### src/hw/rtl/ctpd_pkg.sv
// ----------------------------------------------------------------------------
// Charger tone presence detector package
// Shared types and constants for the detector and its register file.
// ----------------------------------------------------------------------------
package ctpd_pkg;

  localparam int unsigned CntW  = 16;
  localparam int unsigned RegIdxW = 3;

  localparam logic [CntW-1:0] CntMax = 16'hFFFF;

  typedef enum logic [RegIdxW-1:0] {
    REG_HALF_PERIOD_MIN   = 3'd0,
    REG_HALF_PERIOD_MAX   = 3'd1,
    REG_WINDOW_TICKS      = 3'd2,
    REG_PRESENT_THRESHOLD = 3'd3,
    REG_ABSENT_THRESHOLD  = 3'd4,
    REG_CHARGING_CONFIRM  = 3'd5,
    REG_DONE_CONFIRM      = 3'd6,
    REG_IDLE_TIMEOUT      = 3'd7
  } reg_idx_e;

  localparam logic [CntW-1:0] HalfPeriodMinRst    = 16'd3;
  localparam logic [CntW-1:0] HalfPeriodMaxRst    = 16'd5;
  localparam logic [CntW-1:0] WindowTicksRst      = 16'd100;
  localparam logic [CntW-1:0] PresentThresholdRst = 16'd16;
  localparam logic [CntW-1:0] AbsentThresholdRst  = 16'd10;
  localparam logic [CntW-1:0] ChargingConfirmRst  = 16'd100;
  localparam logic [CntW-1:0] DoneConfirmRst      = 16'd50000;
  localparam logic [CntW-1:0] IdleTimeoutRst      = 16'd20000;

  typedef struct packed {
    logic [CntW-1:0] half_period_min;
    logic [CntW-1:0] half_period_max;
    logic [CntW-1:0] window_ticks;
    logic [CntW-1:0] present_threshold;
    logic [CntW-1:0] absent_threshold;
    logic [CntW-1:0] charging_confirm;
    logic [CntW-1:0] done_confirm;
    logic [CntW-1:0] idle_timeout;
  } cfg_t;

  typedef enum logic [2:0] {
    PH_INIT = 3'b001,
    PH_HIGH = 3'b010,
    PH_LOW  = 3'b100
  } phase_e;

endpackage

### src/hw/rtl/charger_tone_presence_detector.sv
// ----------------------------------------------------------------------------
// Charger tone presence detector
// A result is registered and is valid in the cycle after its sample is taken in.
// Throughput: one sample per cycle while the output is not stalled.
// The output register frees the input whenever the result is taken.
// Reset clears all run, window and presence state and restores the registers.
// ----------------------------------------------------------------------------
module charger_tone_presence_detector (
  input  logic                         clk_i,
  input  logic                         rst_ni,
  input  logic                         cfg_valid_i,
  output logic                         cfg_ready_o,
  input  logic [ctpd_pkg::RegIdxW-1:0] cfg_index_i,
  input  logic [ctpd_pkg::CntW-1:0]    cfg_data_i,
  input  logic                         in_valid_i,
  output logic                         in_stall_o,
  input  logic                         pin_level_i,
  output logic                         out_valid_o,
  input  logic                         out_stall_i,
  output logic                         charging_o,
  output logic                         charge_done_o,
  output logic                         tone_present_o
);

  localparam int unsigned W = ctpd_pkg::CntW;

  ctpd_pkg::cfg_t cfg;

  ctpd_cfg_regs u_cfg_regs (
    .clk_i       (clk_i),
    .rst_ni      (rst_ni),
    .cfg_valid_i (cfg_valid_i),
    .cfg_ready_o (cfg_ready_o),
    .cfg_index_i (cfg_index_i),
    .cfg_data_i  (cfg_data_i),
    .cfg_o       (cfg)
  );

  ctpd_pkg::phase_e phase_q, phase_d;
  logic [W-1:0] high_run_q, high_run_d;
  logic [W-1:0] low_run_q, low_run_d;
  logic [W-1:0] window_count_q, window_count_d;
  logic [W-1:0] valid_halves_q, valid_halves_d;
  logic [W-1:0] presence_count_q, presence_count_d;
  logic [W-1:0] idle_count_q, idle_count_d;
  logic         present_q, present_d;
  logic         charging_q, charging_d;
  logic         done_q, done_d;
  logic         out_valid_q;

  logic         accept;
  logic         run_end;
  logic [W-1:0] run_len;

  assign in_stall_o = out_valid_q && out_stall_i;
  assign accept     = in_valid_i && !in_stall_o;

  always_comb begin
    phase_d          = phase_q;
    high_run_d       = high_run_q;
    low_run_d        = low_run_q;
    valid_halves_d   = valid_halves_q;
    presence_count_d = presence_count_q;
    idle_count_d     = idle_count_q;
    present_d        = present_q;
    charging_d       = charging_q;
    done_d           = done_q;
    run_end          = 1'b0;
    run_len          = high_run_q;

    window_count_d = window_count_q + W'(1);

    if (!pin_level_i && (presence_count_q == '0)) begin
      if (idle_count_q != ctpd_pkg::CntMax) begin
        idle_count_d = idle_count_q + W'(1);
      end
      if (idle_count_d >= cfg.idle_timeout) begin
        idle_count_d = '0;
        charging_d   = 1'b0;
        done_d       = 1'b0;
      end
    end else begin
      idle_count_d = '0;
    end

    unique case (phase_q)
      ctpd_pkg::PH_HIGH: begin
        if (pin_level_i) begin
          if (high_run_q != ctpd_pkg::CntMax) begin
            high_run_d = high_run_q + W'(1);
          end
          low_run_d = '0;
        end else begin
          phase_d    = ctpd_pkg::PH_LOW;
          low_run_d  = W'(1);
          high_run_d = '0;
          run_end    = 1'b1;
          run_len    = high_run_q;
        end
      end
      ctpd_pkg::PH_LOW: begin
        if (!pin_level_i) begin
          if (low_run_q != ctpd_pkg::CntMax) begin
            low_run_d = low_run_q + W'(1);
          end
          high_run_d = '0;
        end else begin
          phase_d    = ctpd_pkg::PH_HIGH;
          high_run_d = W'(1);
          low_run_d  = '0;
          run_end    = 1'b1;
          run_len    = low_run_q;
        end
      end
      default: begin
        if (pin_level_i) begin
          phase_d    = ctpd_pkg::PH_HIGH;
          high_run_d = W'(1);
          low_run_d  = '0;
        end else begin
          phase_d    = ctpd_pkg::PH_LOW;
          high_run_d = '0;
          low_run_d  = W'(1);
        end
      end
    endcase

    if (run_end && (run_len >= cfg.half_period_min) && (run_len <= cfg.half_period_max)
        && (valid_halves_q != ctpd_pkg::CntMax)) begin
      valid_halves_d = valid_halves_q + W'(1);
    end

    if (window_count_d >= cfg.window_ticks) begin
      window_count_d = '0;
      if (valid_halves_d >= cfg.present_threshold) begin
        present_d = 1'b1;
      end else if (valid_halves_d <= cfg.absent_threshold) begin
        present_d = 1'b0;
      end
      valid_halves_d = '0;
    end

    if (present_d) begin
      if (presence_count_q != ctpd_pkg::CntMax) begin
        presence_count_d = presence_count_q + W'(1);
      end
      if (presence_count_d >= cfg.charging_confirm) begin
        charging_d = 1'b1;
      end
      if (presence_count_d >= cfg.done_confirm) begin
        done_d           = 1'b1;
        presence_count_d = cfg.done_confirm;
      end
    end else if (presence_count_q != '0) begin
      presence_count_d = presence_count_q - W'(1);
    end
  end

  always_ff @(posedge clk_i or negedge rst_ni) begin
    if (!rst_ni) begin
      phase_q          <= ctpd_pkg::PH_INIT;
      high_run_q       <= '0;
      low_run_q        <= '0;
      window_count_q   <= '0;
      valid_halves_q   <= '0;
      presence_count_q <= '0;
      idle_count_q     <= '0;
      present_q        <= 1'b0;
      charging_q       <= 1'b0;
      done_q           <= 1'b0;
    end else if (accept) begin
      phase_q          <= phase_d;
      high_run_q       <= high_run_d;
      low_run_q        <= low_run_d;
      window_count_q   <= window_count_d;
      valid_halves_q   <= valid_halves_d;
      presence_count_q <= presence_count_d;
      idle_count_q     <= idle_count_d;
      present_q        <= present_d;
      charging_q       <= charging_d;
      done_q           <= done_d;
    end
  end

  always_ff @(posedge clk_i or negedge rst_ni) begin
    if (!rst_ni) begin
      out_valid_q <= 1'b0;
    end else if (accept) begin
      out_valid_q <= 1'b1;
    end else if (!out_stall_i) begin
      out_valid_q <= 1'b0;
    end
  end

  assign out_valid_o    = out_valid_q;
  assign charging_o     = charging_q;
  assign charge_done_o  = done_q;
  assign tone_present_o = present_q;

endmodule

### src/hw/rtl/ctpd_cfg_regs.sv
// ----------------------------------------------------------------------------
// Charger tone presence detector register file
// Holds the eight configuration registers, written by index.
// ----------------------------------------------------------------------------
module ctpd_cfg_regs (
  input  logic                             clk_i,
  input  logic                             rst_ni,
  input  logic                             cfg_valid_i,
  output logic                             cfg_ready_o,
  input  logic [ctpd_pkg::RegIdxW-1:0]     cfg_index_i,
  input  logic [ctpd_pkg::CntW-1:0]        cfg_data_i,
  output ctpd_pkg::cfg_t                   cfg_o
);

  ctpd_pkg::cfg_t cfg_q;

  assign cfg_ready_o = 1'b1;
  assign cfg_o       = cfg_q;

  always_ff @(posedge clk_i or negedge rst_ni) begin
    if (!rst_ni) begin
      cfg_q.half_period_min   <= ctpd_pkg::HalfPeriodMinRst;
      cfg_q.half_period_max   <= ctpd_pkg::HalfPeriodMaxRst;
      cfg_q.window_ticks      <= ctpd_pkg::WindowTicksRst;
      cfg_q.present_threshold <= ctpd_pkg::PresentThresholdRst;
      cfg_q.absent_threshold  <= ctpd_pkg::AbsentThresholdRst;
      cfg_q.charging_confirm  <= ctpd_pkg::ChargingConfirmRst;
      cfg_q.done_confirm      <= ctpd_pkg::DoneConfirmRst;
      cfg_q.idle_timeout      <= ctpd_pkg::IdleTimeoutRst;
    end else if (cfg_valid_i) begin
      unique case (ctpd_pkg::reg_idx_e'(cfg_index_i))
        ctpd_pkg::REG_HALF_PERIOD_MIN:   cfg_q.half_period_min   <= cfg_data_i;
        ctpd_pkg::REG_HALF_PERIOD_MAX:   cfg_q.half_period_max   <= cfg_data_i;
        ctpd_pkg::REG_WINDOW_TICKS:      cfg_q.window_ticks      <= cfg_data_i;
        ctpd_pkg::REG_PRESENT_THRESHOLD: cfg_q.present_threshold <= cfg_data_i;
        ctpd_pkg::REG_ABSENT_THRESHOLD:  cfg_q.absent_threshold  <= cfg_data_i;
        ctpd_pkg::REG_CHARGING_CONFIRM:  cfg_q.charging_confirm  <= cfg_data_i;
        ctpd_pkg::REG_DONE_CONFIRM:      cfg_q.done_confirm      <= cfg_data_i;
        ctpd_pkg::REG_IDLE_TIMEOUT:      cfg_q.idle_timeout      <= cfg_data_i;
        default: ;
      endcase
    end
  end

endmodule
### config.mk
export PLATFORM = sky130hd
export DESIGN_NAME = charger_tone_presence_detector
export DESIGN_NICKNAME = d
export VERILOG_FILES = /design/src/hw/rtl/ctpd_pkg.sv /design/src/hw/rtl/charger_tone_presence_detector.sv /design/src/hw/rtl/ctpd_cfg_regs.sv
export SDC_FILE = /design/constraint.sdc
export NUM_CORES = 1
export LEC_CHECK = 0
export ABC_AREA = 1
export BUFFER_PORTS_ARGS = -buffer_cell sky130_fd_sc_hd__buf_2
export CAP_MARGIN = 20
export CORE_ASPECT_RATIO = 1.2
export CORE_MARGIN = 2
export CORE_UTILIZATION = 30
export DETAILED_ROUTE_END_ITERATION = 8
export GPL_TIMING_DRIVEN = 0
export HOLD_SLACK_MARGIN = 0.06
export SETUP_SLACK_MARGIN = 0.5
export SLEW_MARGIN = 20
export SYNTH_ARGS = -nofsm -noshare
export SYNTH_HDL_FRONTEND = slang
export SYNTH_SLANG_ARGS = --single-unit
### constraint.sdc
create_clock -name clk_i -period 6.9 [get_ports clk_i]
set_input_delay 1.38 -clock clk_i [delete_from_list [all_inputs] [get_ports clk_i]]
set_output_delay 1.38 -clock clk_i [all_outputs]
set_load 0.02 [all_outputs]
==> results.tsv, run 1 <==
stage	metric	value	unit
worst_setup_path	capturing point of the worst reg2reg path	presence_count_q[11]	
cts	TritonCTS buffer count	28	
synthesis	Commonest cells post-synth	nand2_1 (573), inv_1 (313), dfrtp_1 (206)	
placement	Port Buffers	28	
power	internal power	3.34	mW
detailed_routing	WL per Instance	15.4	µm
placement	HPWL Detailed	32400	µm
cts	Reg clk slew, reported paths	0.06	ns
worst_setup_path	Crit-path slowest cell	o21ai_0	
cts	TritonCTS clock tree	built	
synthesis	async set-reset flop share out of synthesis	100	%
worst_setup_path	arrival time at the worst endpoint	6.45	ns
global_route	number of global-route vias before repair	13400	
placement	placed insts	2723	
worst_setup_path	CP Launch Point	pin_level_i	
job	Max Cap Viol	0	
cells_and_area	Area Growth Syn to Fin	13.1	%
floorplanning	IO Pins	31	
global_route	total track usage	16.4	%
worst_setup_path	critical path capture point type	register	
detailed_routing	Final ANT Viol Nets	0	
cells_and_area	final net count	2269	
timing	RSZ-0062 raised after global routing	false	
worst_setup_path	register-to-register path setup slack	1.21	ns
worst_setup_path	CP startpoint kind	input pin	
cts	clk root buf	clkbuf_16	
power	Net Sw Frac	40.1	%
floorplanning	DIE WIDTH	210	µm
synthesis	yosys warns	0	
synthesis	Post-synth EDFFs	0	
detailed_routing	Pre-antenna DRT Iters	6	
cells_and_area	antenna diode count	0	
synthesis	Mapped Area	15200	µm²
synthesis	Most used DFF post-synth	dfrtp_1	
synthesis	share of the synthesized area in the top cell type	33.8	%
detailed_routing	via count	13400	
timing	final hold vios	0	
worst_setup_path	Worst Reg-to-Reg Cells	26	
cts	cts hold-fix bufs	0	
cts	CTS Sinks	231	
hold_path	HP Class	register to register	
power	P_sw	2.23	mW
cells_and_area	layout cells sized above 1	7.93	%
synthesis	most numerous cell in the Yosys netlist	nand2_1	
synthesis	#FFs+latches synth	231	
detailed_routing	DRC viols	0	
timing	max-slew violations	0	
timing	Max Clock Freq	167	MHz
worst_setup_path	Worst Path Required	7.36	ns
hold_path	HP Start	phase_q[0]	
timing	setup ws final	0.909	ns
hold_path	Cells on Worst Hold Path	2	
timing	Tcrit/Tclk final	86.8	%
timing	setup TNS	0	ns
synthesis	Yosys top cell by area	dfrtp_1	
power	Logic pwr share	38.2	%
global_route	first-pass GRT wire length	69400	µm
worst_setup_path	worst setup path class	input pin to register	
timing	clock period minus worst slack	5.99	ns
global_route	GRT overflow	0	
timing	slew margin rel.	25.9	%
detailed_routing	Vias/cell	4.84	
power	LEAKAGE	8.55	nW
floorplanning	die area	52600	µm²
status	status	completed	
placement	placer congestion estimate	0.923	
cts	htree depth	1	
global_route	largest net degree at the start of global routing	98	
cts	CTS max path bufs	3	
power	Reg power frac	33.3	%
power	PwrDens	323	nW/µm²
timing	Setup Viol. Count Final	0	
cts	clk_lat worst skew	0.57	ns
detailed_routing	Initial DRC Count	859	
synthesis	Syn Inst Count	2049	
synthesis	Synth Net Count	2209	
floorplanning	initial core utilization	30.3	%
global_route	initial antenna violation count	0	
floorplanning	die height	251	µm
timing	Worst-Margin Slew	1.10	ns
synthesis	library cells used by synthesis	51	
worst_setup_path	most used cell, CP	nand2_1	
synthesis	post-synthesis sequential area ratio	38.1	%
floorplanning	# rows	90	
worst_setup_path	Worst R2R Start	phase_q[1]	
hold_path	worst hold endpoint	phase_q[0]	
power	Clock Power Share	28.5	%
worst_setup_path	Bufs and invs on worst path	4	
power	peak supply drop	0.240	mV
worst_setup_path	Crit Path Max Fanout	10	
cells_and_area	Final Non-Filler Cells	2775	
timing	Fin Clk Skew	0.0199	ns
detailed_routing	routed wire length	42800	µm
placement	dpl ws	0.362	ns
worst_setup_path	Worst path max stage delay	0.59	ns
synthesis	Area contributors post-synth	dfrtp_1 (34%), nand2_1 (14%), ha_1 (11%)	
synthesis	Avg Inst Size Synth	7.44	µm²
worst_setup_path	Top Family by Delay on Critical Path	simple AND/OR/NAND/NOR gates	
floorplanning	core footprint	50200	µm²
## cells in the final DEF (no fill, tap or decap), drive strengths merged, types with 15 or more instances in the layout
cell    netlist  final
nand2       582    582
inv         320    323
o21ai       223    223
dfrtp       206    206
ha          135    135
nor2        102    102
nand3        98     98
a21oi        89     89
clkbuf       42     76
xor2         52     52
nor3         49     49
buf          17     47
nand4        41     41
dfstp        25     25
and2         15     15
## repair_timing
item	4_1_cts	5_1_grt
setup buffers	0	0
setup endpoints to repair	0	4
resized for setup	0	1
## worst max path at each step
stage / cells past startpoint / to / slack, ns
2_1_floorplan: 29 / presence_count_q[10] / 1.72
3_3_place_gp: 1 / out_valid_o / 0.24
3_5_place_dp: 26 / presence_count_q[15] / 0.36
4_1_cts: 26 / presence_count_q[6] / 0.97
5_1_grt: 28 / presence_count_q[11] / 0.55
6_report: 26 / presence_count_q[11] / 0.91
## routing by layer
layer / global-route usage, % / wire length, µm / vias to the layer above
li1: - / - / 6728
met1: 20.1 / 18600 / 6335
met2: 29.2 / 20900 / 282
met3: 1.70 / 1630 / 89
met4: 6.48 / 1720 / 0
met5: 0 / 0 / -
## worst min-delay path, delay by kind of cell (launching register included)
family | cells | cell delay [ns]
AND/OR/NAND/NOR | 1 | 0.04
buffers and inverters | 1 | 0.05
flip-flops | 1 | 0.39
## power groups by stage
stage	sequential [mW]	clock, mW	combinational [mW]
after detailed placement	1.87	0	2.11
final	1.85	1.59	2.12
after floorplan	1.82	0	1.56
after global placement	1.87	0	2.04
after global routing	1.89	1.67	2.46
after CTS	1.85	1.63	2.13
## per-stage QoR
stage	hold slack, ns	utilization [%]	power [mW]	cell area (µm²)
2_1_floorplan	0.453	-	3.38	15200
3_3_place_gp	0.463	32.2	3.91	16200
3_5_place_dp	0.468	32.4	3.99	16300
4_1_cts	0.489	34.3	5.61	17200
5_1_grt	0.499	34.3	6.03	17200
6_report	0.483	34.3	5.57	17200
## registers in the layout, indices dropped and copies added (netlist names)
signal / flops
charging_o: 1
low_run_q: 16
idle_count_q: 16
presence_count_q: 16
tone_present_o: 1
u_cfg_regs.cfg_o: 128
charge_done_o: 1
valid_halves_q: 16
phase_q: 3
window_count_q: 16
out_valid_o: 1
high_run_q: 16
## layout make-up
type / instances / area, µm²
Fill cell: 5302 / 33000
Timing Repair Buffer: 30 / 205
Buffer: 59 / 284
Multi-Input combinational cell: 1439 / 7950
Clock inverter: 18 / 221
Tap cell: 644 / 806
Clock buffer: 34 / 764
Inverter: 320 / 1200
Sequential cell: 231 / 5810
## logic make-up (layout without fill, tap and decap cells)
group | count (synthesis) | count (layout) | synth area share, %
muxes | 2 | 2 | 0.140
DFF | 231 | 231 | 38.1
buffers and inverters | 379 | 461 | 9.74
adders and majority gates | 135 | 135 | 11.1
other | 1 | 1 | 0.0246
AOI/OAI and AO/OA | 342 | 342 | 11.8
xor gates and xnor gates | 57 | 57 | 3.28
and+or+nand+nor | 902 | 902 | 25.8
Note: power is estimated with default switching activity, not from simulation.
==> run 2, diff against run 1 <==
CTS_BUF_LIST = sky130_fd_sc_hd__clkbuf_4 sky130_fd_sc_hd__clkbuf_8 sky130_fd_sc_hd__clkbuf_16   (was not set)
==> run 2 against run 1 <==
Effect of this change: final cell count stayed put; sequential power hardly changed; die area stayed put; register-to-register slack hardly changed; combinational power hardly changed; clock skew hardly changed; via count hardly changed; non-clock buffer count stayed put; sequential cell count stayed put; largest cell class unchanged; critical path depth stayed put; power is 0.22% higher.
==> results.tsv, run 2 (synthesized netlist as in run 1, its figures left out) <==
stage	metric	value	unit	change
timing	slew margin rel.	25.9	%	unchanged
worst_setup_path	Crit-path slowest cell	o21ai_0		unchanged
floorplanning	die area	52600	µm²	unchanged
cts	clk root buf	clkbuf_16		unchanged
timing	Fin Clk Skew	0.0199	ns	about the same
worst_setup_path	Worst Reg-to-Reg Cells	26		unchanged
global_route	number of global-route vias before repair	13400		unchanged
detailed_routing	Vias/cell	4.84		about the same
placement	placer congestion estimate	0.923		unchanged
power	peak supply drop	0.240	mV	about the same
placement	placed insts	2723		unchanged
power	LEAKAGE	8.56	nW	was 8.55 nW
worst_setup_path	CP startpoint kind	input pin		unchanged
cts	CTS max path bufs	3		unchanged
worst_setup_path	worst setup path class	input pin to register		unchanged
cts	CTS Sinks	231		unchanged
timing	setup TNS	0	ns	unchanged
cts	post-cts sizing count	0		unchanged
timing	RSZ-0062 raised after global routing	false		unchanged
cells_and_area	Area Growth Syn to Fin	13.2	%	was 13.1%
detailed_routing	Initial DRC Count	858		was 859
worst_setup_path	Top Family by Delay on Critical Path	simple AND/OR/NAND/NOR gates		unchanged
floorplanning	initial core utilization	30.3	%	unchanged
status	status	completed		unchanged
power	PwrDens	323	nW/µm²	about the same
worst_setup_path	Worst Path Required	7.36	ns	about the same
floorplanning	core footprint	50200	µm²	unchanged
timing	Tcrit/Tclk final	86.8	%	about the same
timing	Worst-Margin Slew	1.10	ns	unchanged
floorplanning	# rows	90		unchanged
worst_setup_path	arrival time at the worst endpoint	6.45	ns	about the same
cts	cts hold-fix bufs	0		unchanged
detailed_routing	WL per Instance	15.4	µm	about the same
placement	Port Buffers	28		unchanged
timing	Setup Viol. Count Final	0		unchanged
global_route	largest net degree at the start of global routing	98		unchanged
worst_setup_path	Crit Path Max Fanout	10		unchanged
cts	TritonCTS clock tree	built		unchanged
detailed_routing	Pre-antenna DRT Iters	5		was 6
cells_and_area	Layout fillers	5305		was 5302
cells_and_area	max reg flops	128		unchanged
cts	clk_lat worst skew	0.57	ns	about the same
timing	Max Clock Freq	167	MHz	unchanged
worst_setup_path	CP Launch Point	pin_level_i		unchanged
job	Max Cap Viol	0		unchanged
cts	htree depth	1		unchanged
power	Final Power	5.58	mW	was 5.57 mW
cells_and_area	final net count	2269		unchanged
cells_and_area	commonest cells after routing, fill and taps aside	nand2_1 (573), inv_1 (313), dfrtp_1 (206)		unchanged
worst_setup_path	most used cell, CP	nand2_1		unchanged
timing	max-slew violations	0		unchanged
detailed_routing	routed wire length	42800	µm	about the same
placement	HPWL Detailed	32400	µm	unchanged
floorplanning	IO Pins	31		unchanged
global_route	GRT overflow	0		unchanged
cells_and_area	layout cells sized above 1	8.07	%	was 7.93%
cts	TritonCTS buffer count	28		unchanged
cells_and_area	commonest non-fill, non-tap cell in the layout	nand2_1		unchanged
worst_setup_path	Bufs and invs on worst path	4		unchanged
global_route	total track usage	16.4	%	unchanged
detailed_routing	via count	13400		about the same
floorplanning	die height	251	µm	unchanged
detailed_routing	Final ANT Viol Nets	0		unchanged
hold_path	HP Start	phase_q[0]		unchanged
worst_setup_path	Worst R2R Start	phase_q[1]		unchanged
detailed_routing	DRC viols	0		unchanged
global_route	initial antenna violation count	0		unchanged
hold_path	HP Class	register to register		unchanged
cts	Reg clk slew, reported paths	0.06	ns	about the same
cells_and_area	antenna diode count	0		unchanged
cells_and_area	Final Non-Filler Cells	2775		unchanged
worst_setup_path	Worst path depth	26		unchanged
cts	Post-CTS Setup Bufs	0		unchanged
worst_setup_path	critical path capture point type	register		unchanged
worst_setup_path	Worst path max stage delay	0.59	ns	about the same
timing	clock period minus worst slack	5.99	ns	about the same
floorplanning	DIE WIDTH	210	µm	unchanged
hold_path	Cells on Worst Hold Path	2		unchanged
global_route	first-pass GRT wire length	69400	µm	unchanged
timing	final hold vios	0		unchanged
==> run 2: cell counts in the layout (fill, tap and decap cells not counted) <==
Identical to the previous run, type by type.
==> run 2: final cells by class <==
class                      instances  area [µm²]  area share [%]
clock buffer                      34         776            4.50
clock inverter                    18         221            1.28
inverter                         320        1200            6.96
timing repair buffer              30         205            1.19
tap                              644         806            4.67
sequential                       231        5810            33.7
buffer                            59         284            1.65
multi-input combinational       1439        7950            46.1
==> run 2: tightest hold or removal path: stages (launching register included) <==
cell and delay [ns]:
dfstp_2 0.39, inv_1 0.05, nor2_1 0.04
==> run 2: final timing paths <==
kind	end	slack (ns)
min in group asynchronous	window_count_q[8]	0.71
worst max register to register	presence_count_q[11]	1.21
worst max-delay path	presence_count_q[11]	0.91
worst min register to register	phase_q[0]	0.48
worst min-delay path	phase_q[0]	0.48
max in group asynchronous	phase_q[0]	5.36
==> run 2: per-layer routing <==
layer	wire [µm]	part of all wire, %	global-route usage, %	vias to the layer above
met1	18600	43	20.1	6341
met2	20900	49	29.2	285
li1	-	-	-	6729
met3	1630	3.8	1.70	89
met5	0	0	0	-
met4	1720	4.0	6.48	0
==> run 2: report_power, final <==
part           switching, mW  internal, mW  total [mW]
clock network          0.643         0.957        1.60
registers              0.222          1.63        1.85
logic                   1.37         0.759        2.12
==> run 2: metrics by stage <==
| step | instance area (µm²) | utilization [%] | setup WS [ns] | hold slack (ns) |
|---|---|---|---|---|
| after global routing | 17300 | 34.3 | 0.551 | 0.499 |
| after CTS | 17300 | 34.3 | 0.974 | 0.489 |
| after detailed placement | 16300 | 32.4 | 0.362 | 0.468 |
| after floorplan | 15200 | - | 1.72 | 0.453 |
| after global placement | 16200 | 32.2 | 0.237 | 0.463 |
| final | 17300 | 34.3 | 0.909 | 0.483 |
==> run 3, diff against run 2 <==
clock period = 7.4 ns   (was 6.9 ns; I/O delays follow)
==> run 3 against run 2 <==
Effect of this change: power decreased by 6.8%; routed wire length about the same; utilization unchanged; clock power down 7%; register-to-register slack better by 0.47 ns; sequential power is 6% lower; clock skew about the same; worst hold slack did not move; via count hardly changed; critical path depth is the same; combinational power decreased by 7%; critical path type unchanged; largest cell class unchanged; highest routed layer unchanged.
==> results.tsv, run 3 (synthesized netlist as in run 1, its figures left out) <==
stage	metric	value	unit	change
cells_and_area	post-layout util	34.3	%	unchanged
detailed_routing	routed metal-1 wire length	18600	µm	about the same
timing	Tcrit/Tclk final	82.7	%	
global_route	number of global-route vias before repair	13400		unchanged
floorplanning	initial core utilization	30.3	%	unchanged
timing	max-slew violations	0		unchanged
worst_setup_path	Worst path max stage delay	0.54	ns	was 0.59 ns
worst_setup_path	worst setup path class	input pin to register		unchanged
detailed_routing	via count	13400		about the same
worst_setup_path	most used cell, CP	nand2_1		unchanged
cells_and_area	final net count	2269		unchanged
timing	Setup Viol. Count Final	0		unchanged
placement	placed insts	2723		unchanged
worst_setup_path	CP startpoint kind	input pin		unchanged
timing	setup TNS	0	ns	unchanged
timing	slew margin rel.	25.9	%	unchanged
cts	cts hold-fix bufs	0		unchanged
detailed_routing	WL per Instance	15.4	µm	about the same
detailed_routing	Final ANT Viol Nets	0		unchanged
job	Max Cap Viol	0		unchanged
status	status	completed		unchanged
cts	Reg clk slew, reported paths	0.06	ns	about the same
cts	post-cts sizing count	0		unchanged
floorplanning	IO Pins	31		unchanged
floorplanning	DIE WIDTH	210	µm	unchanged
timing	Fin Clk Skew	0.0199	ns	about the same
global_route	first-pass GRT wire length	69400	µm	unchanged
hold_path	HP Class	register to register		unchanged
global_route	largest net degree at the start of global routing	98		unchanged
cells_and_area	Layout fillers	5305		unchanged
detailed_routing	Initial DRC Count	858		unchanged
timing	Worst-Margin Slew	1.10	ns	unchanged
worst_setup_path	critical path capture point type	register		unchanged
cells_and_area	max reg flops	128		unchanged
floorplanning	# rows	90		unchanged
worst_setup_path	Crit Path Max Fanout	10		unchanged
power	PwrDens	301	nW/µm²	was 323 nW/µm²
cells_and_area	commonest non-fill, non-tap cell in the layout	nand2_1		unchanged
detailed_routing	DRC viols	0		unchanged
detailed_routing	met2 wire len	20900	µm	about the same
cells_and_area	antenna diode count	0		unchanged
worst_setup_path	arrival time at the worst endpoint	6.57	ns	was 6.45 ns
cts	TritonCTS buffer count	28		unchanged
cells_and_area	commonest cells after routing, fill and taps aside	nand2_1 (573), inv_1 (313), dfrtp_1 (206)		unchanged
cts	clk root buf	clkbuf_16		unchanged
floorplanning	core footprint	50200	µm²	unchanged
placement	HPWL Detailed	32400	µm	unchanged
global_route	GRT overflow	0		unchanged
cells_and_area	Final Non-Filler Cells	2775		unchanged
worst_setup_path	Crit-path slowest cell	o21ai_0		unchanged
cells_and_area	Area Growth Syn to Fin	13.2	%	unchanged
cells_and_area	layout cells sized above 1	8.07	%	unchanged
cts	htree depth	1		unchanged
power	peak supply drop	0.224	mV	was 0.240 mV
timing	RSZ-0062 raised after global routing	false		unchanged
timing	Max Clock Freq	163	MHz	
detailed_routing	Pre-antenna DRT Iters	5		unchanged
timing	clock period minus worst slack	6.12	ns	
cts	TritonCTS clock tree	built		unchanged
placement	placed cell area	16300	µm²	unchanged
power	LEAKAGE	8.56	nW	about the same
global_route	total track usage	16.4	%	unchanged
cts	CTS max path bufs	3		unchanged
floorplanning	die height	251	µm	unchanged
detailed_routing	routed wire length	42800	µm	about the same
cts	clk_lat worst skew	0.57	ns	about the same
cts	Post-CTS Setup Bufs	0		unchanged
global_route	initial antenna violation count	0		unchanged
detailed_routing	metal3 WL	1630	µm	unchanged
detailed_routing	Vias/cell	4.85		was 4.84
floorplanning	die area	52600	µm²	unchanged
cts	CTS Sinks	231		unchanged
placement	placer congestion estimate	0.923		unchanged
detailed_routing	max layer used	met4		unchanged
cells_and_area	post-layout instance area	17300	µm²	unchanged
timing	final hold vios	0		unchanged
placement	Port Buffers	28		unchanged
worst_setup_path	Worst Path Required	7.86	ns	was 7.36 ns
run 3: cell count changes in the layout (fill, tap and decap cells not counted):
cell     delta
o21ai_1     -1
o21ai_0     +1
run 3: path summary, 6_finish.rpt:
check                            start  cells after the start                   end  slack [ns]
max                        pin_level_i                     26  presence_count_q[11]        1.28
min                         phase_q[0]                      2            phase_q[0]        0.48
max reg2reg                 phase_q[1]                     26  presence_count_q[11]        1.68
min reg2reg                 phase_q[0]                      2            phase_q[0]        0.48
max in group asynchronous       rst_ni                      2            phase_q[0]        5.76
min in group asynchronous       rst_ni                      1     window_count_q[8]        0.81
run 3: cell type report:
cell class | count | area [µm²] | share of cell area (%)
buffer | 59 | 284 | 1.65
inverter | 320 | 1200 | 6.96
multi-input combinational | 1439 | 7950 | 46.1
clock inverter | 18 | 221 | 1.28
timing repair buffer | 30 | 205 | 1.19
tap | 644 | 806 | 4.67
clock buffer | 34 | 776 | 4.50
sequential | 231 | 5810 | 33.7
run 3: power by group:
group	leakage [nW]	total [mW]	internal (mW)	switching [mW]
Combinational	5.13	1.98	0.708	1.27
Sequential	2.94	1.73	1.52	0.207
Clock	0.486	1.49	0.892	0.599
Total	8.56	5.20	3.12	2.08
run 3: stage by stage:
stage                     setup WS [ns]  total power, mW  hold WS (ns)
after floorplan                    2.12             3.15         0.453
after CTS                          1.37             5.24         0.489
final                              1.28             5.20         0.483
after detailed placement          0.762             3.72         0.468
after global placement            0.637             3.64         0.463
after global routing              0.883             5.63         0.499
run 3: worst max-delay path, delay by kind of cell:
kind	cells	cell delay [ns]
AND/OR/NAND/NOR	17	2.57
adder cells (fa/ha/maj)	2	0.71
buffers and inverters	4	1.02
AO/OA/AOI/OAI	3	0.79
run 3: layer usage:
metal / global-route usage (%) / vias to the layer above
li1: - / 6729
met1: 20.1 / 6346
met2: 29.2 / 285
met3: 1.70 / 89
met4: 6.48 / 0
met5: 0 / -
